### src/hw/rtl/lzrb_pkg.sv
// ----------------------------------------------------------------------------
// LZSS ring buffer decoder package
// Shared constants, word types and the window access request.
// ----------------------------------------------------------------------------
package lzrb_pkg;

    localparam int POS_W       = 12;
    localparam int WINDOW_DEF  = 4096;
    localparam int COUNT_W     = 24;
    localparam int LEN_W       = 5;
    localparam int FILL_W      = POS_W + 1;
    localparam int APB_ADDR_W  = 3;
    localparam int APB_DATA_W  = 32;

    localparam logic [POS_W-1:0]   START_POS  = 12'hFEE;
    localparam logic [COUNT_W-1:0] COUNT_MAX  = 24'hFFFFFF;
    localparam logic [LEN_W-1:0]   MIN_MATCH  = 5'd3;
    localparam logic [3:0]         FLAG_COUNT = 4'd8;
    localparam logic [FILL_W-1:0]  FILL_FULL  = FILL_W'(1) << POS_W;

    // Register index of the configuration port.
    localparam logic [APB_ADDR_W-3:0] REG_EXPANDED_LENGTH = '0;

    typedef struct packed {
        logic [7:0] in_byte;
        logic       start_of_stream;
    } in_word_t;

    typedef struct packed {
        logic [7:0] out_byte;
        logic       last_of_run;
        logic       stream_done;
    } out_word_t;

    typedef struct packed {
        logic             we;
        logic [POS_W-1:0] waddr;
        logic [7:0]       wdata;
        logic             re;
        logic [POS_W-1:0] raddr;
    } mem_req_t;

endpackage

### src/hw/rtl/lzrb_ctrl.sv
// ----------------------------------------------------------------------------
// LZSS decoder control
// Parses flag, literal and match bytes, drives the window and the output word.
// ----------------------------------------------------------------------------
module lzrb_ctrl import lzrb_pkg::*; (
    input  logic               clk,
    input  logic               rst_n,
    input  logic [COUNT_W-1:0] expanded_length,
    input  logic               in_valid,
    output logic               in_ready,
    input  in_word_t           in_data,
    output logic               out_valid,
    input  logic               out_ready,
    output out_word_t          out_data,
    output mem_req_t           mem_req,
    input  logic [7:0]         rd_data
);

    typedef enum logic [1:0] {S_IDLE, S_DECODE, S_LIT, S_COPY} state_t;
    typedef enum logic [1:0] {PH_FLAG, PH_ITEM, PH_HIGH} phase_t;

    state_t             state_reg, state_next;
    logic [7:0]         byte_reg, byte_next;
    logic               start_reg, start_next;
    phase_t             phase_reg, phase_next;
    logic [7:0]         flag_bits_reg, flag_bits_next;
    logic [3:0]         flags_left_reg, flags_left_next;
    logic [7:0]         match_low_reg, match_low_next;
    logic [COUNT_W-1:0] out_count_reg, out_count_next;
    logic [POS_W-1:0]   wp_reg, wp_next;
    logic [FILL_W-1:0]  fill_reg, fill_next;
    logic [POS_W-1:0]   rp_reg, rp_next;
    logic [LEN_W-1:0]   remain_reg, remain_next;
    logic               fwd_reg, fwd_next;
    logic [7:0]         fwd_data_reg, fwd_data_next;
    logic               hit_reg, hit_next;
    logic               out_valid_reg, out_valid_next;
    out_word_t          out_word_reg, out_word_next;

    logic               emit_ok;
    logic [COUNT_W-1:0] count_inc;
    logic [FILL_W-1:0]  fill_inc;
    logic [7:0]         nf_bits;
    logic [3:0]         nf_left;
    phase_t             nf_phase;
    logic [7:0]         copy_data;
    logic [POS_W-1:0]   src_pos;
    logic [POS_W-1:0]   src_off;
    logic [POS_W-1:0]   rp_off;
    logic [COUNT_W-1:0] cur_count;
    phase_t             cur_phase;

    assign emit_ok   = !out_valid_reg || out_ready;
    assign count_inc = (out_count_reg == COUNT_MAX) ? out_count_reg : out_count_reg + 1'b1;
    assign fill_inc  = (fill_reg == FILL_FULL) ? fill_reg : fill_reg + 1'b1;
    assign nf_bits   = flag_bits_reg >> 1;
    assign nf_left   = (flags_left_reg == 4'd0) ? 4'd0 : flags_left_reg - 4'd1;
    assign nf_phase  = (nf_left == 4'd0) ? PH_FLAG : PH_ITEM;
    assign src_pos   = {byte_reg[7:4], match_low_reg};
    // Entries are written in order from the start position, so an entry
    // holds stream data only if its offset from there is below the fill count.
    assign src_off   = src_pos - START_POS;
    assign rp_off    = rp_reg - START_POS;
    assign copy_data = fwd_reg ? fwd_data_reg : (hit_reg ? rd_data : 8'd0);

    always_comb
    begin
        state_next      = state_reg;
        byte_next       = byte_reg;
        start_next      = start_reg;
        phase_next      = phase_reg;
        flag_bits_next  = flag_bits_reg;
        flags_left_next = flags_left_reg;
        match_low_next  = match_low_reg;
        out_count_next  = out_count_reg;
        wp_next         = wp_reg;
        fill_next       = fill_reg;
        rp_next         = rp_reg;
        remain_next     = remain_reg;
        fwd_next        = fwd_reg;
        fwd_data_next   = fwd_data_reg;
        hit_next        = hit_reg;
        out_valid_next  = out_valid_reg && !out_ready;
        out_word_next   = out_word_reg;
        mem_req         = '0;
        cur_count       = out_count_reg;
        cur_phase       = phase_reg;

        case (state_reg)
            S_IDLE:
            begin
                if (in_valid)
                begin
                    byte_next  = in_data.in_byte;
                    start_next = in_data.start_of_stream;
                    state_next = S_DECODE;
                end
            end
            S_DECODE:
            begin
                state_next = S_IDLE;
                if (start_reg)
                begin
                    phase_next      = PH_FLAG;
                    flag_bits_next  = 8'd0;
                    flags_left_next = 4'd0;
                    match_low_next  = 8'd0;
                    out_count_next  = '0;
                    wp_next         = START_POS;
                    fill_next       = '0;
                    cur_count       = '0;
                    cur_phase       = PH_FLAG;
                end
                if (cur_count < expanded_length)
                begin
                    case (cur_phase)
                        PH_ITEM:
                        begin
                            if (flag_bits_reg[0])
                            begin
                                state_next = S_LIT;
                            end
                            else
                            begin
                                match_low_next = byte_reg;
                                phase_next     = PH_HIGH;
                            end
                        end
                        PH_HIGH:
                        begin
                            mem_req.re    = 1'b1;
                            mem_req.raddr = src_pos;
                            hit_next      = {1'b0, src_off} < fill_reg;
                            fwd_next      = 1'b0;
                            rp_next       = src_pos + 1'b1;
                            remain_next   = {1'b0, byte_reg[3:0]} + MIN_MATCH;
                            state_next    = S_COPY;
                        end
                        default:
                        begin
                            flag_bits_next  = byte_reg;
                            flags_left_next = FLAG_COUNT;
                            phase_next      = PH_ITEM;
                        end
                    endcase
                end
            end
            S_LIT:
            begin
                if (emit_ok)
                begin
                    mem_req.we                = 1'b1;
                    mem_req.waddr             = wp_reg;
                    mem_req.wdata             = byte_reg;
                    out_valid_next            = 1'b1;
                    out_word_next.out_byte    = byte_reg;
                    out_word_next.last_of_run = 1'b1;
                    out_word_next.stream_done = count_inc >= expanded_length;
                    out_count_next            = count_inc;
                    wp_next                   = wp_reg + 1'b1;
                    fill_next                 = fill_inc;
                    flag_bits_next            = nf_bits;
                    flags_left_next           = nf_left;
                    phase_next                = nf_phase;
                    state_next                = S_IDLE;
                end
            end
            S_COPY:
            begin
                if (emit_ok)
                begin
                    mem_req.we                = 1'b1;
                    mem_req.waddr             = wp_reg;
                    mem_req.wdata             = copy_data;
                    out_valid_next            = 1'b1;
                    out_word_next.out_byte    = copy_data;
                    out_word_next.last_of_run = remain_reg == LEN_W'(1);
                    out_word_next.stream_done = count_inc >= expanded_length;
                    out_count_next            = count_inc;
                    wp_next                   = wp_reg + 1'b1;
                    fill_next                 = fill_inc;
                    remain_next               = remain_reg - 1'b1;
                    if (remain_reg != LEN_W'(1))
                    begin
                        // A source one behind the write position reads the
                        // byte being written now: take it straight across.
                        mem_req.re    = 1'b1;
                        mem_req.raddr = rp_reg;
                        fwd_next      = rp_reg == wp_reg;
                        fwd_data_next = copy_data;
                        hit_next      = {1'b0, rp_off} < fill_reg;
                        rp_next       = rp_reg + 1'b1;
                    end
                    else
                    begin
                        flag_bits_next  = nf_bits;
                        flags_left_next = nf_left;
                        phase_next      = nf_phase;
                        state_next      = S_IDLE;
                    end
                end
            end
            default:
            begin
                state_next = S_IDLE;
            end
        endcase
    end

    always_ff @(posedge clk or negedge rst_n)
    begin
        if (!rst_n)
        begin
            state_reg      <= S_IDLE;
            start_reg      <= 1'b0;
            phase_reg      <= PH_FLAG;
            flag_bits_reg  <= 8'd0;
            flags_left_reg <= 4'd0;
            match_low_reg  <= 8'd0;
            out_count_reg  <= '0;
            wp_reg         <= START_POS;
            fill_reg       <= '0;
            remain_reg     <= '0;
            fwd_reg        <= 1'b0;
            hit_reg        <= 1'b0;
            out_valid_reg  <= 1'b0;
        end
        else
        begin
            state_reg      <= state_next;
            start_reg      <= start_next;
            phase_reg      <= phase_next;
            flag_bits_reg  <= flag_bits_next;
            flags_left_reg <= flags_left_next;
            match_low_reg  <= match_low_next;
            out_count_reg  <= out_count_next;
            wp_reg         <= wp_next;
            fill_reg       <= fill_next;
            remain_reg     <= remain_next;
            fwd_reg        <= fwd_next;
            hit_reg        <= hit_next;
            out_valid_reg  <= out_valid_next;
        end
    end

    always_ff @(posedge clk)
    begin
        byte_reg     <= byte_next;
        rp_reg       <= rp_next;
        fwd_data_reg <= fwd_data_next;
        out_word_reg <= out_word_next;
    end

    assign in_ready  = state_reg == S_IDLE;
    assign out_valid = out_valid_reg;
    assign out_data  = out_word_reg;

endmodule

### config.mk
export PLATFORM = sky130hd
export DESIGN_NAME = lzrb_ctrl
export DESIGN_NICKNAME = d
export VERILOG_FILES = /design/src/hw/rtl/lzrb_pkg.sv /design/src/hw/rtl/lzrb_ctrl.sv
export SDC_FILE = /design/constraint.sdc
export NUM_CORES = 1
export LEC_CHECK = 0
export BUFFER_PORTS_ARGS = -buffer_cell sky130_fd_sc_hd__buf_4
export CAP_MARGIN = 20
export CORE_MARGIN = 5
export CORE_UTILIZATION = 50
export CTS_BUF_LIST = sky130_fd_sc_hd__clkbuf_4 sky130_fd_sc_hd__clkbuf_8
export CTS_CLUSTER_DIAMETER = 120
export DETAILED_ROUTE_END_ITERATION = 10
export GPL_TIMING_DRIVEN = 0
export PLACE_DENSITY = 0.69
export SYNTH_ARGS = -nofsm -noshare
export SYNTH_HDL_FRONTEND = slang
export SYNTH_SLANG_ARGS = --single-unit
### constraint.sdc
create_clock -name clk -period 5.3 [get_ports clk]
set_input_delay 0.795 -clock clk [delete_from_list [all_inputs] [get_ports clk]]
set_output_delay 0.795 -clock clk [all_outputs]
set_load 0.05 [all_outputs]
==> impl_metrics.toml <==
[run_status]
status = "finished clean"

[sta]
fin_ws_ns = 0.281
setup_tns_ns = 0
tightest_slew_ns = 0.999
slew_violations = 0
skew_ns = 0.0110
finalSetupViolCount = 0
slew_headroom_pct = 33.4
post-route-min-period_ns = 5.02
min_period_over_period_pct = 94.7
rsz0062_at_grt = "false"
hold_viol = 0
fmax_mhz = 199

[floorplanning]
core_sq_mm = 0.0178
initial_core_util_pct = 50.4
ios = 91
die_height_um = 144
rows = 49
dieArea_sq_mm = 0.0208
die_x_um = 144

[route]
dr.pass1.iters = 5
ant_nets = 0
drt_iter0_drc = 721
vias = 7886
wire_per_inst_um = 18.1
routed_wl_um = 24500
drc = 0
vias_per_cell = 5.84

[clocking]
cts_setup_buffers = 0
cts_hold_buffers = 0
cts_sinks = 120
htree_levels = 4
cts_tree = "yes"
cts_max_path_buffers = 2
cts_resized = 0
path_clk_slew_ns = 0.08
root_buffer = "clkbuf_8"
insertion_delay_ns = 0.46
cts_buffers = 17

[worst_setup_path]
cp-start-kind = "flip-flop"
crit_fanout = 10
worst_path_dominant_cell_family = "buffers and inverters"
worst_ep_arrival_time_ns = 4.22
end_kind = "output pin"
cp_slowest_cell = "a221oi_2"
path_buf_inv = 4
worst_path_largest_cell_delay_ns = 0.51
path_cells = "clkbuf_1 -> clkbuf_2 -> nor2b_1 -> ha_1 -> a211oi_1 -> o21ai_1 -> a221oi_2 -> nand2_1 -> nor3_4 -> buf_2 -> a22o_1 -> buf_4"
worstPathRequired_ns = 4.51
path_class = "flip-flop to output pin"

[power]
power_density_mw_per_mm2 = 372
switchingPower_mw = 1.69
p_leak_nw = 4.68
swShare_pct = 43.6
p_comb_share_pct = 43.4
p_int_mw = 2.18
pwr-share-seq_pct = 33.5
clockPowerShare_pct = 23.1
ir_drop_mv = 0.305

[global_route]
grt_pass1_wl_um = 39600
met1_usage_pct = 34.6
grtUsageTotal_pct = 24.0
antenna_found_initial = 0
globalRouteMet3Util_pct = 5.03
grt_pass1_vias = 7499
grt_use_met2_pct = 36.8
grt.busiest_layer = "met2"
globalRouteOverflowTotal = 0
grt_max_degree = 83

[synthesis]
synth_edf_count = 38
synthSimpleGateAreaFrac_pct = 20.3
synthTopCellsByCount = "nand2_1 (92), ha_1 (82), dfrtp_1 (72)"
synth_fa_ha_area_share_pct = 11.4
synth_mux_area_share_pct = 2.76
synth-seq-cells = 120
synth_warnings = 0
avgSynthCellArea_sq_um = 9.00
yosysMostFrequentCell = "nand2_1"
ys.flop_type = "dfrtp_1"
synth_area_leaders = "dfrtp_1 (20%), edfxtp_1 (13%), ha_1 (11%)"
synth.cell_area_sq_mm = 0.00899
ys_seq_area_share_pct = 35.7
synthArstFlopShare_pct = 68.3
synth_top_area_share_pct = 20.1
synth_top_area_cell = "dfrtp_1"
synth_top_family_by_area = "simple AND/OR/NAND/NOR gates"
synthXorXnorAreaFrac_pct = 8.28
synth_cell_types = 71
synth_nets = 1126
syn_inst = 999
synth_compound_area_share_pct = 15.9

[cells_and_area]
area_growth_pct = 15.8
final_core_util_pct = 58.3
nFillCells = 1648
drive_above_1_share_pct = 14.9
nNetsFinal = 1236
largest_register_ffs = 24
antennaDiodeCount = 0

[placed_design]
place.gp.congestion = 0.870
dp_hpwl_um = 18100
port_buffers = 90
place_ws_ns = 0.598

[hold_path]
hold_path.class = "input pin to asynchronous set/reset pin"

[job]
max_cap_viol_count = 0
==> through the flow <==
step                      hold WS [ns]  cell area (sq um)  total power [mW]  std cells
after floorplan                  0.465               8990              2.44        999
after global placement           0.478               9950              2.93       1318
after detailed placement         0.486               9950              2.96       1318
after CTS                        0.481              10400              3.85       1350
after global routing             0.186              10400              4.09       1351
final                            0.196              10400              3.87       1351
==> final cells by class <==
cell class	count	area (sq um)	area share [%]
tap	229	287	2.75
timing repair buffer	91	703	6.76
inverter	69	259	2.49
clock buffer	18	241	2.32
multi-input combinational	747	5280	50.7
buffer	63	255	2.45
clock inverter	14	178	1.71
sequential	120	3210	30.8
==> per-layer routing <==
layer	wire length (um)	vias up
met2	10900	256
met5	0	-
met4	462	0
li1	-	3787
met3	1600	48
met1	11500	3795
==> cells in the final DEF, fill, tap and decap left out, types with 19 or more instances in the layout <==
cell type | netlist | final
nand3_1 | 37 | 37
clkbuf_1 | 43 | 41
o21ai_0 | 49 | 49
and3_1 | 30 | 30
nor2b_1 | 30 | 30
nor3_1 | 19 | 19
nand4_1 | 23 | 23
ha_1 | 82 | 82
xor2_1 | 36 | 36
edfxtp_1 | 38 | 38
buf_4 | 0 | 90
nand2_1 | 92 | 92
a21oi_1 | 43 | 43
nor2_1 | 64 | 64
inv_1 | 69 | 69
dfrtp_1 | 72 | 72
xnor2_1 | 49 | 49
==> worst register-to-register path, cell delays in order, from the launching register on <==
cell	delay (ns)
dfrtp_1	0.43
clkbuf_1	0.39
clkbuf_2	0.33
nor2b_1	0.09
ha_1	0.30
a211oi_1	0.26
o21ai_1	0.12
a221oi_2	0.51
nand2_1	0.20
nor3_4	0.36
buf_2	0.29
or2_1	0.53
==> power by group through the flow <==
| stage | Clock (mW) | Sequential (mW) | Combinational, mW |
|---|---|---|---|
| after floorplan | 0 | 1.30 | 1.14 |
| after global placement | 0 | 1.30 | 1.63 |
| after detailed placement | 0 | 1.31 | 1.65 |
| after CTS | 0.904 | 1.29 | 1.66 |
| after global routing | 0.939 | 1.32 | 1.84 |
| final | 0.894 | 1.29 | 1.68 |
==> kinds of logic (layout without fill, tap and decap cells) <==
kind of cell,after synthesis,after routing
xor+xnor,85,85
compound gates,209,209
mux,24,24
buf+inv,132,255
simple gates,347,347
flops,120,120
fa+ha+maj,82,82
==> worst paths after layout <==
kind,slack (ns),cells past startpoint,from,to
max reg2reg,1.11,11,start_reg$_DFFE_PN0P_,rp_reg[1]$_DFFE_PP_
min reg2reg,0.50,1,phase_reg[1]$_DFFE_PN0P_,phase_reg[1]$_DFFE_PN0P_
min,0.20,1,rst_n,fill_reg[8]$_DFFE_PN0P_
max,0.28,12,start_reg$_DFFE_PN0P_,mem_req[0]
min in group clk,0.50,1,in_data[6],byte_reg[5]$_DFFE_PP_
max in group asynchronous,4.47,2,rst_n,wp_reg[1]$_DFFE_PN1P_
No activity file was read; power rests on OpenSTA's default activity.
