===== src/hw/rtl/lzrb_pkg.sv =====
// ----------------------------------------------------------------------------
// LZSS ring buffer decoder package
// Shared constants, word types and the window access request.
// ----------------------------------------------------------------------------
package lzrb_pkg;

    localparam int POS_W       = 12;
    localparam int WINDOW_DEF  = 4096;
    localparam int COUNT_W     = 24;
    localparam int LEN_W       = 5;
    localparam int FILL_W      = POS_W + 1;
    localparam int APB_ADDR_W  = 3;
    localparam int APB_DATA_W  = 32;

    localparam logic [POS_W-1:0]   START_POS  = 12'hFEE;
    localparam logic [COUNT_W-1:0] COUNT_MAX  = 24'hFFFFFF;
    localparam logic [LEN_W-1:0]   MIN_MATCH  = 5'd3;
    localparam logic [3:0]         FLAG_COUNT = 4'd8;
    localparam logic [FILL_W-1:0]  FILL_FULL  = FILL_W'(1) << POS_W;

    // Register index of the configuration port.
    localparam logic [APB_ADDR_W-3:0] REG_EXPANDED_LENGTH = '0;

    typedef struct packed {
        logic [7:0] in_byte;
        logic       start_of_stream;
    } in_word_t;

    typedef struct packed {
        logic [7:0] out_byte;
        logic       last_of_run;
        logic       stream_done;
    } out_word_t;

    typedef struct packed {
        logic             we;
        logic [POS_W-1:0] waddr;
        logic [7:0]       wdata;
        logic             re;
        logic [POS_W-1:0] raddr;
    } mem_req_t;

endpackage


===== src/hw/rtl/lzrb_regs.sv =====
// ----------------------------------------------------------------------------
// LZSS decoder configuration registers
// APB-style register file holding the expanded length.
// ----------------------------------------------------------------------------
module lzrb_regs import lzrb_pkg::*; (
    input  logic                  clk,
    input  logic                  rst_n,
    input  logic                  psel,
    input  logic                  penable,
    input  logic                  pwrite,
    input  logic [APB_ADDR_W-1:0] paddr,
    input  logic [APB_DATA_W-1:0] pwdata,
    output logic [APB_DATA_W-1:0] prdata,
    output logic                  pready,
    output logic [COUNT_W-1:0]    expanded_length
);

    logic [COUNT_W-1:0]      length_reg;
    logic [APB_ADDR_W-3:0]   reg_index;

    assign reg_index = paddr[APB_ADDR_W-1:2];
    assign pready    = 1'b1;

    always_ff @(posedge clk or negedge rst_n)
    begin
        if (!rst_n)
        begin
            length_reg <= '0;
        end
        else if (psel && penable && pwrite && reg_index == REG_EXPANDED_LENGTH)
        begin
            length_reg <= pwdata[COUNT_W-1:0];
        end
    end

    always_comb
    begin
        prdata = '0;
        if (reg_index == REG_EXPANDED_LENGTH)
        begin
            prdata = {{(APB_DATA_W-COUNT_W){1'b0}}, length_reg};
        end
    end

    assign expanded_length = length_reg;

endmodule


===== config.mk =====
export PLATFORM = sky130hd
export DESIGN_NAME = lzrb_regs
export DESIGN_NICKNAME = d
export VERILOG_FILES = /design/src/hw/rtl/lzrb_pkg.sv /design/src/hw/rtl/lzrb_regs.sv
export SDC_FILE = /design/constraint.sdc
export NUM_CORES = 1
export LEC_CHECK = 0
export CAP_MARGIN = 15
export CORE_MARGIN = 3
export CORE_UTILIZATION = 30
export CTS_BUF_LIST = sky130_fd_sc_hd__clkbuf_8
export CTS_CLUSTER_DIAMETER = 30
export DETAILED_ROUTE_END_ITERATION = 8
export DONT_BUFFER_PORTS = 1
export GPL_TIMING_DRIVEN = 0
export PLACE_DENSITY = 0.41
export RECOVER_POWER = 50
export SYNTH_ARGS = -nofsm -noshare
export SYNTH_HDL_FRONTEND = slang
export SYNTH_SLANG_ARGS = --single-unit

===== constraint.sdc =====
create_clock -name clk -period 1.01 [get_ports clk]
set_input_delay 0 -clock clk [delete_from_list [all_inputs] [get_ports clk]]
set_output_delay 0 -clock clk [all_outputs]
set_load 0.03 [all_outputs]

==> results of run 1 <==
## per-stage QoR
step	setup TNS (ps)	utilization	cell area, sq um
floorplan	0	-	1310
global placement	0	0.360	1370
finish	-498	0.480	1820
global route	-1430	0.480	1820
CTS	-750	0.484	1840
detailed placement	0	0.360	1370
## repair_timing
item                                    CTS  global route
cloned                                    0             0
gates resized for setup                  50             0
endpoints found under the setup margin   24            24
endpoints found under the hold margin    48             0
hold buffers                             26             0
## synth_stat cells
master / n / share of area
dfrtp_1: 24 / 0.49
buf_6: 2 / 0.018
nand4b_4: 1 / 0.019
and2b_1: 2 / 0.012
mux2_4: 20 / 0.24
buf_4: 9 / 0.055
conb_1: 2 / 0.0061
nor2b_1: 22 / 0.11
clkbuf_1: 2 / 0.0061
mux2_2: 4 / 0.037
## where the power goes
group	internal, mW	switching [mW]
Combinational	0.591	0.494
Sequential	1.21	0.645
Clock	0.348	0.307
Total	2.15	1.45
## kinds of logic (layout without fill, tap and decap cells)
| logic type | count (synthesis) | after routing | share of synthesized area |
|---|---|---|---|
| buffers and inverters | 13 | 43 | 0.0795 |
| flip-flops | 24 | 24 | 0.489 |
| multiplexers | 24 | 24 | 0.281 |
| other | 2 | 9 | 0.00612 |
| AND/OR/NAND/NOR | 25 | 25 | 0.144 |
## routing by layer
metal  vias to the layer above  track usage
met1                       366        0.145
met3                         2       0.0561
met5                         -            0
met2                        47        0.198
met4                         0       0.0191
li1                        343            -
## worst paths after layout
| check | to | slack (ps) | cells past startpoint |
|---|---|---|---|
| max in group asynchronous | expanded_length[23]$_DFFE_PN0P_ | 300 | 2 |
| hold / removal | prdata[1] | 40 | 1 |
| hold reg to reg | expanded_length[0]$_DFFE_PN0P_ | 670 | 1 |
| setup reg to reg | expanded_length[7]$_DFFE_PN0P_ | 120 | 1 |
| setup / recovery | prdata[14] | -50 | 1 |
| min in group asynchronous | expanded_length[13]$_DFFE_PN0P_ | 270 | 2 |
## area by class of cell
class	instances	area (sq um)
repair buffers	26	255
multi-input cells	58	723
plain buffers	13	100
flip-flops and latches	24	631
fillers	342	1970
clock buffers	4	55.1
well taps	48	60.1
==> reports/qor.yml, run 1 <==
outcome: "finished with violations"
violations: "setup timing"
numCtsBuffers: 3
crit_required_ps: 1010
dp_cells: 143
crit_family: "flip-flops"
clk_pin_slew_ps: 90
rsz0062_at_grt: "true"
core_area_sq_mm: 0.00380
slew_headroom: 0.595
power_per_cell_area_mw_per_mm2: 1970
p_leak_nw: 0.875
r2r_start: "expanded_length[7]$_DFFE_PN0P_"
critPathCaptureType: "primary output"
fmax_ghz: 0.947
fp.dieH_microns: 70.0
startpoint: "expanded_length[14]$_DFFE_PN0P_"
crit_type: "flop to primary output"
synth_cells: 88
fin_skew_ps: 0
yosysWarnings: 0
numPortBuffers: 0
grt.total_usage: 0.120
wl_per_cell_microns: 16.4
synth-seq-area-share: 0.489
cp.buffers_inverters: 0
timing.max_cap.violations: 0
dieArea_sq_mm: 0.00490
fin_nets: 166
cp_cell_sequence: "nor2b_4"
clock-sinks: 24
post_cts_buffers: 0
pre_cts_ws_ps: 49.1
grt_antenna_before_repair: 0
fin_crit_sh: 1.05
setup_viol: 24
syn_area_per_cell_sq_um: 13.9
start_util: 0.323
hold_viol: 0
vias_per_cell: 4.38
drtPass1Iterations: 4
min_from: "paddr[2]"
cts_root_buffer: "clkbuf_8"
wl_met3_microns: 296
critPathMaxStageDelay_ps: 490
htreeDepth: 1
row_count: 22
areaGrowthSynthToFinish_pct: 48.6
mostFrequentLayoutCells: "25 x dlygate4sd3_1, 24 x dfrtp_2, 22 x nor2b_4"
hold_path.class: "input port to primary output"
largest_reg_flops: 24
instances_no_fill: 173
power_mw: 3.60
place.gp.congestion: 0.675
ant_nets: 0
die-width_microns: 70.0
peakVddDrop_v: 0.000867
insertion_delay_ps: 260
grt_overflow: 0
antenna_cells: 0
place_hpwl_mm: 1.92
cts_buffer_depth: 2
slew_viol_final: 0
totalWireLength_mm: 2.84
grt_pass1_vias: 831
met1_length_mm: 1.14
setup_ws_ps: -46.2
synthDistinctLibCells: 10
drtIter0Drc: 20
via_count: 758
mostFrequentLayoutCell: "dlygate4sd3_1"
slowest_stage: "dfrtp_2"
layout-drive-gt1-share: 0.728
wl_met2_mm: 1.39
cts_tree: "done"
hold_slack_ps: 42.1
crit_fanout: 3
grt_first_pass_wirelength_mm: 4.69
io_pins: 97
syn-cell-area_sq_mm: 0.00123
startpoint_type: "flop"
highest_layer: "met4"
ys_ff_latch: 24
crit_arrival_ps: 1060
grt_max_degree: 25
fin_crit_ps: 1060
tightest_slew_ps: 607
post-route-drc-count: 0
Note: power is estimated with default switching activity, not from simulation.
==> run 2, diff against run 1 <==
- PLACE_DENSITY: 0.41 -> default
==> run 2 against run 1 <==
  * The flow still finishes with violations (setup timing)
  * Largest power group unchanged
  * Non-clock buffer count unchanged
  * Maximum frequency up 0.29%
  * Total power down 2.8%
  * Highest routed layer unchanged
  * Hold slack worse by 10 ps
==> reports/qor.yml, run 2 (synthesis results as in run 1) <==
place.gp.congestion: 0.655  # was 0.675
mostFrequentLayoutCell: "dlygate4sd3_1"  # unchanged
power_per_cell_area_mw_per_mm2: 1930  # was 1970 mW/mm^2
r2r_start: "expanded_length[23]$_DFFE_PN0P_"  # was expanded_length[7]$_DFFE_PN0P_
wl_met2_mm: 1.42  # was 1.39 mm
rsz0062_at_grt: "true"  # unchanged
crit_type: "flop to primary output"  # unchanged
slew_viol_final: 0  # unchanged
vias_per_cell: 4.37  # was 4.38
highest_layer: "met4"  # unchanged
slowest_stage: "dfrtp_2"  # unchanged
areaGrowthSynthToFinish_pct: 47.5  # was 48.6%
grt_pass1_vias: 814  # was 831
crit_required_ps: 1010  # about the same
post_cts_buffers: 0  # unchanged
outcome: "finished with violations"  # unchanged
largest_reg_flops: 24  # unchanged
intPower_mw: 2.07  # was 2.15 mW
met1_length_mm: 1.05  # was 1.14 mm
p_switching_mw: 1.43  # was 1.45 mW
setup_ws_ps: -43.1  # was -46.2 ps
hold_slack_ps: 31.8  # was 42.1 ps
wl_per_cell_microns: 16.3  # was 16.4 microns
timing.max_cap.violations: 0  # unchanged
cts_buffer_depth: 2  # unchanged
fp.dieH_microns: 70.0  # unchanged
dieArea_sq_mm: 0.00490  # unchanged
grt_first_pass_wirelength_mm: 4.44  # was 4.69 mm
pwr-share-comb: 0.309  # was 0.301
htreeDepth: 1  # unchanged
numCtsBuffers: 3  # unchanged
critPathMaxStageDelay_ps: 490  # about the same
critPathCaptureType: "primary output"  # unchanged
tns_ps: -415  # was -498 ps
grt_overflow: 0  # unchanged
fin_nets: 166  # unchanged
startpoint: "expanded_length[23]$_DFFE_PN0P_"  # was expanded_length[14]$_DFFE_PN0P_
grt_antenna_before_repair: 0  # unchanged
power_frac_seq: 0.531  # was 0.517
tightest_slew_ps: 591  # was 607 ps
mostFrequentLayoutCells: "25 x dlygate4sd3_1, 24 x dfrtp_2, 22 x nor2b_4"  # unchanged
crit_family: "flip-flops"  # unchanged
grt.total_usage: 0.116  # was 0.120
min_from: "penable"  # was paddr[2]
antenna_cells: 0  # unchanged
p_leak_nw: 0.867  # was 0.875 nW
fin_skew_ps: 0  # unchanged
die-width_microns: 70.0  # unchanged
layout-drive-gt1-share: 0.726  # was 0.728
place_hpwl_mm: 1.96  # was 1.92 mm
p_sw_frac: 0.408  # was 0.402
fin_crit_ps: 1050  # was 1060 ps
fin_crit_sh: 1.04  # was 1.05
numPortBuffers: 0  # unchanged
whs_path_depth: 2  # was 1
clock-sinks: 24  # unchanged
place_area_sq_mm: 0.00137  # unchanged
row_count: 22  # unchanged
fmax_ghz: 0.950  # was 0.947 GHz
startpoint_type: "flop"  # unchanged
drtPass1Iterations: 3  # was 4
peakVddDrop_v: 0.000959  # was 0.000867 V
cts_tree: "done"  # unchanged
crit_arrival_ps: 1050  # was 1060 ps
crit_fanout: 3  # unchanged
core_area_sq_mm: 0.00380  # unchanged
cp_cell_sequence: "and2b_2"  # was nor2b_4
power_mw: 3.50  # was 3.60 mW
clk_pin_slew_ps: 80  # was 90 ps
ant_nets: 0  # unchanged
grt_max_degree: 25  # unchanged
io_pins: 97  # unchanged
violations: "setup timing"  # unchanged
r2r_cells: 1  # unchanged
drtIter0Drc: 14  # was 20
via_count: 752  # was 758
hold_viol: 0  # unchanged
power_frac_clock: 0.159  # was 0.182
cp.depth: 1  # unchanged
cp.buffers_inverters: 0  # unchanged
post-route-util: 0.477  # was 0.480
wl_met3_microns: 292  # was 296 microns
totalWireLength_mm: 2.81  # was 2.84 mm
insertion_delay_ps: 260  # about the same
setup_viol: 23  # was 24
post-route-drc-count: 0  # unchanged
hold_path.class: "input port to flop"  # was input port to primary output
start_util: 0.323  # unchanged
slew_headroom: 0.606  # was 0.595
design_area_sq_mm: 0.00181  # was 0.00182 sq mm
cts_root_buffer: "clkbuf_8"  # unchanged
==> run 2: stage by stage <==
stage               worst slack, ps  std cells
detailed placement             60.3        143
global route                  -78.6        172
floorplan                       119         95
global placement               64.3        143
CTS                           -53.9        172
finish                        -43.1        172
==> run 2: path summary, 6_finish.rpt <==
check,end,slack (ps)
min in group asynchronous,expanded_length[23]$_DFFE_PN0P_,270
worst min-delay path,expanded_length[23]$_DFFE_PN0P_,30
worst max-delay path,prdata[23],-40
worst max register to register,expanded_length[23]$_DFFE_PN0P_,120
worst min register to register,expanded_length[12]$_DFFE_PN0P_,670
max in group asynchronous,expanded_length[13]$_DFFE_PN0P_,320
==> run 2: final cells by class <==
type	count	area, sq um
Buffer	13	100
Clock buffer	3	41.3
Fill cell	325	1990
Multi-Input combinational cell	58	723
Sequential cell	24	631
Tap cell	48	60.1
Timing Repair Buffer	26	255
==> run 2: power by group through the flow <==
stage | combinational [mW] | clock, mW | sequential (mW)
2_1_floorplan | 0.814 | 0 | 1.75
3_3_place_gp | 0.850 | 0 | 1.81
3_5_place_dp | 0.863 | 0 | 1.81
4_1_cts | 1.10 | 0.570 | 1.87
5_1_grt | 1.13 | 0.615 | 1.90
6_report | 1.08 | 0.557 | 1.86
==> run 2: routing by layer <==
| metal | GRT usage | up-vias |
|---|---|---|
| met5 | 0 | - |
| met4 | 0.0383 | 0 |
| met3 | 0.0489 | 6 |
| met2 | 0.199 | 50 |
| met1 | 0.130 | 354 |
| li1 | - | 342 |
==> run 2: timing repair <==
action	4_1_cts	5_1_grt
resized for setup	50	0
endpoints found under the hold margin	48	0
endpoints found under the setup margin	24	24
hold buffers	26	0
==> run 3, diff against run 2 <==
- BUFFER_PORTS_ARGS: default -> -buffer_cell sky130_fd_sc_hd__buf_2
- CORE_UTILIZATION: 30 -> 40
- DONT_BUFFER_PORTS: 1 -> default
- PLACE_DENSITY: default -> 0.81
==> run 3 against run 2 <==
  * The run now ends clean
  * Clock power increased by 50%
  * Maximum frequency increased by 4.6%
  * Register-to-register slack got worse by 20 ps
  * Sequential cell count unchanged
  * Critical endpoint is now prdata[21]
  * Highest routed layer unchanged
==> reports/qor.yml, run 3 (synthesis results as in run 1) <==
slew_headroom: 0.615  # was 0.606
fmax_ghz: 0.993  # was 0.950 GHz
multiInputGateArea_sq_um: 618  # was 723 sq um
vias_per_cell: 4.54  # was 4.37
totalWireLength_mm: 3.94  # was 2.81 mm
rr_endpoint: "expanded_length[5]$_DFFE_PN0P_"  # was expanded_length[23]$_DFFE_PN0P_
grt_first_pass_wirelength_mm: 4.85  # was 4.44 mm
crit_fanout: 3  # unchanged
insertion_delay_ps: 270  # was 260 ps
start_util: 0.434  # was 0.323
numCtsBuffers: 3  # unchanged
cts_tree: "done"  # unchanged
cts_buffer_depth: 2  # unchanged
mostFrequentLayoutCells: "51 x buf_2, 29 x buf_4, 25 x dlygate4sd3_1"  # was 25 x dlygate4sd3_1, 24 x dfrtp_2, 22 x nor2b_4
critPathCaptureType: "primary output"  # unchanged
tns_ps: 0  # was -415 ps
pre_cts_ws_ps: -25.3  # was 60.3 ps
via_count: 1126  # was 752
row_count: 19  # was 22
setup_viol: 0  # was 23
layout-drive-gt1-share: 0.714  # was 0.726
peakVddDrop_v: 0.00125  # was 0.000959 V
grt_max_degree: 25  # unchanged
post-route-drc-count: 0  # unchanged
slew_viol_final: 0  # unchanged
antenna_cells: 0  # unchanged
place_hpwl_mm: 2.12  # was 1.96 mm
power_per_cell_area_mw_per_mm2: 1890  # was 1930 mW/mm^2
fin_crit_ps: 1010  # was 1050 ps
numPortBuffers: 77  # was 0
drtIter0Drc: 39  # was 14
grt_antenna_before_repair: 0  # unchanged
place.gp.congestion: 0.662  # was 0.655
crit_arrival_ps: 1010  # was 1050 ps
hold_path.class: "input port to flop"  # unchanged
clock-sinks: 24  # unchanged
core_area_sq_mm: 0.00283  # was 0.00380 sq mm
r2r_start: "expanded_length[5]$_DFFE_PN0P_"  # was expanded_length[23]$_DFFE_PN0P_
io_pins: 97  # unchanged
tightest_slew_ps: 577  # was 591 ps
rsz0062_at_grt: "true"  # unchanged
clk_pin_slew_ps: 90  # was 80 ps
dieArea_sq_mm: 0.00377  # was 0.00490 sq mm
htreeDepth: 1  # unchanged
r2r_slack_ps: 100  # was 120 ps
setup_ws_ps: 2.99  # was -43.1 ps
outcome: "finished, final reports clean"  # was finished with violations
crit_required_ps: 1010  # about the same
largest_reg_flops: 24  # unchanged
grt_pass1_vias: 1052  # was 814
hold_end: "expanded_length[18]$_DFFE_PN0P_"  # was expanded_length[23]$_DFFE_PN0P_
min_from: "penable"  # unchanged
areaGrowthSynthToFinish_pct: 88.5  # was 47.5%
fin_skew_ps: 0  # unchanged
hold_viol: 0  # unchanged
nFillCells: 138  # was 325
grt_overflow: 0  # unchanged
p_leak_nw: 1.26  # was 0.867 nW
r2r_cells: 2  # was 1
drtPass1Iterations: 6  # was 3
die-width_microns: 61.4  # was 70.0 microns
timing.max_cap.violations: 0  # unchanged
fin_crit_sh: 0.997  # was 1.04
mostFrequentLayoutCell: "buf_2"  # was dlygate4sd3_1
whs_path_depth: 3  # was 2
cts_root_buffer: "clkbuf_8"  # unchanged
ant_nets: 0  # unchanged
crit_type: "flop to primary output"  # unchanged
wl_per_cell_microns: 15.9  # was 16.3 microns
startpoint_type: "flop"  # unchanged
regArea_sq_um: 601  # was 631 sq um
fin_nets: 258  # was 166
grt.total_usage: 0.178  # was 0.116
fp.dieH_microns: 61.4  # was 70.0 microns
run 3: changes by cell type in the layout (fill, tap and decap cells not counted), sizes merged:
cell / before / now
clkbuf: 6 / 8
buf: 11 / 101
bufinv: 0 / 1
run 3: stage by stage:
stage	hold WS [ps]	util	total power, mW	cells	instance area, sq um
2_1_floorplan	-296	-	2.57	95	1310
3_3_place_gp	1.47	0.613	3.02	203	1730
3_5_place_dp	6.85	0.613	3.05	203	1730
4_1_cts	160	0.748	4.05	237	2120
5_1_grt	163	0.818	4.56	248	2310
6_report	153	0.818	4.37	248	2310
run 3: what timing repair did:
action / in CTS / in global routing
hold endpoints to repair: 48 / 0
setup buffers: 5 / 11
resized for setup: 10 / 56
pin swaps: 0 / 0
hold buffers: 25 / 0
endpoints found under the setup margin: 18 / 26
run 3: critical path, stage by stage, from the launching register on:
cell     delay [ps]
dfrtp_1         390
nor2b_2         200
buf_6           150
run 3: metal layers:
metal / global-route usage / wire, microns / up-vias
li1: - / - / 528
met1: 0.207 / 1320 / 536
met2: 0.331 / 2290 / 58
met3: 0.0231 / 279 / 4
met4: 0.0636 / 43 / 0
met5: 0 / 0 / -
run 3: worst max-delay path by stage:
stage / start / to
finish: expanded_length[21]$_DFFE_PN0P_ / prdata[21]
detailed placement: paddr[2] / prdata[19]
global placement: paddr[2] / expanded_length[14]$_DFFE_PN0P_
CTS: expanded_length[19]$_DFFE_PN0P_ / prdata[19]
global route: expanded_length[17]$_DFFE_PN0P_ / prdata[17]
floorplan: expanded_length[23]$_DFFE_PN0P_ / expanded_length[23]$_DFFE_PN0P_
run 3: final cells by class:
type                    count  share of cell area
flip-flops and latches     24               0.260
well taps                  31              0.0168
repair buffers            118               0.385
clock inverters             1              0.0130
multi-input cells          58               0.267
clock buffers               3              0.0178
plain buffers              13              0.0406
run 3: report_power, final:
part / switching [mW] / internal (mW) / total (mW)
logic: 1.18 / 1.05 / 2.22
registers: 0.143 / 1.17 / 1.32
clock network: 0.304 / 0.530 / 0.834
total: 1.62 / 2.75 / 4.37
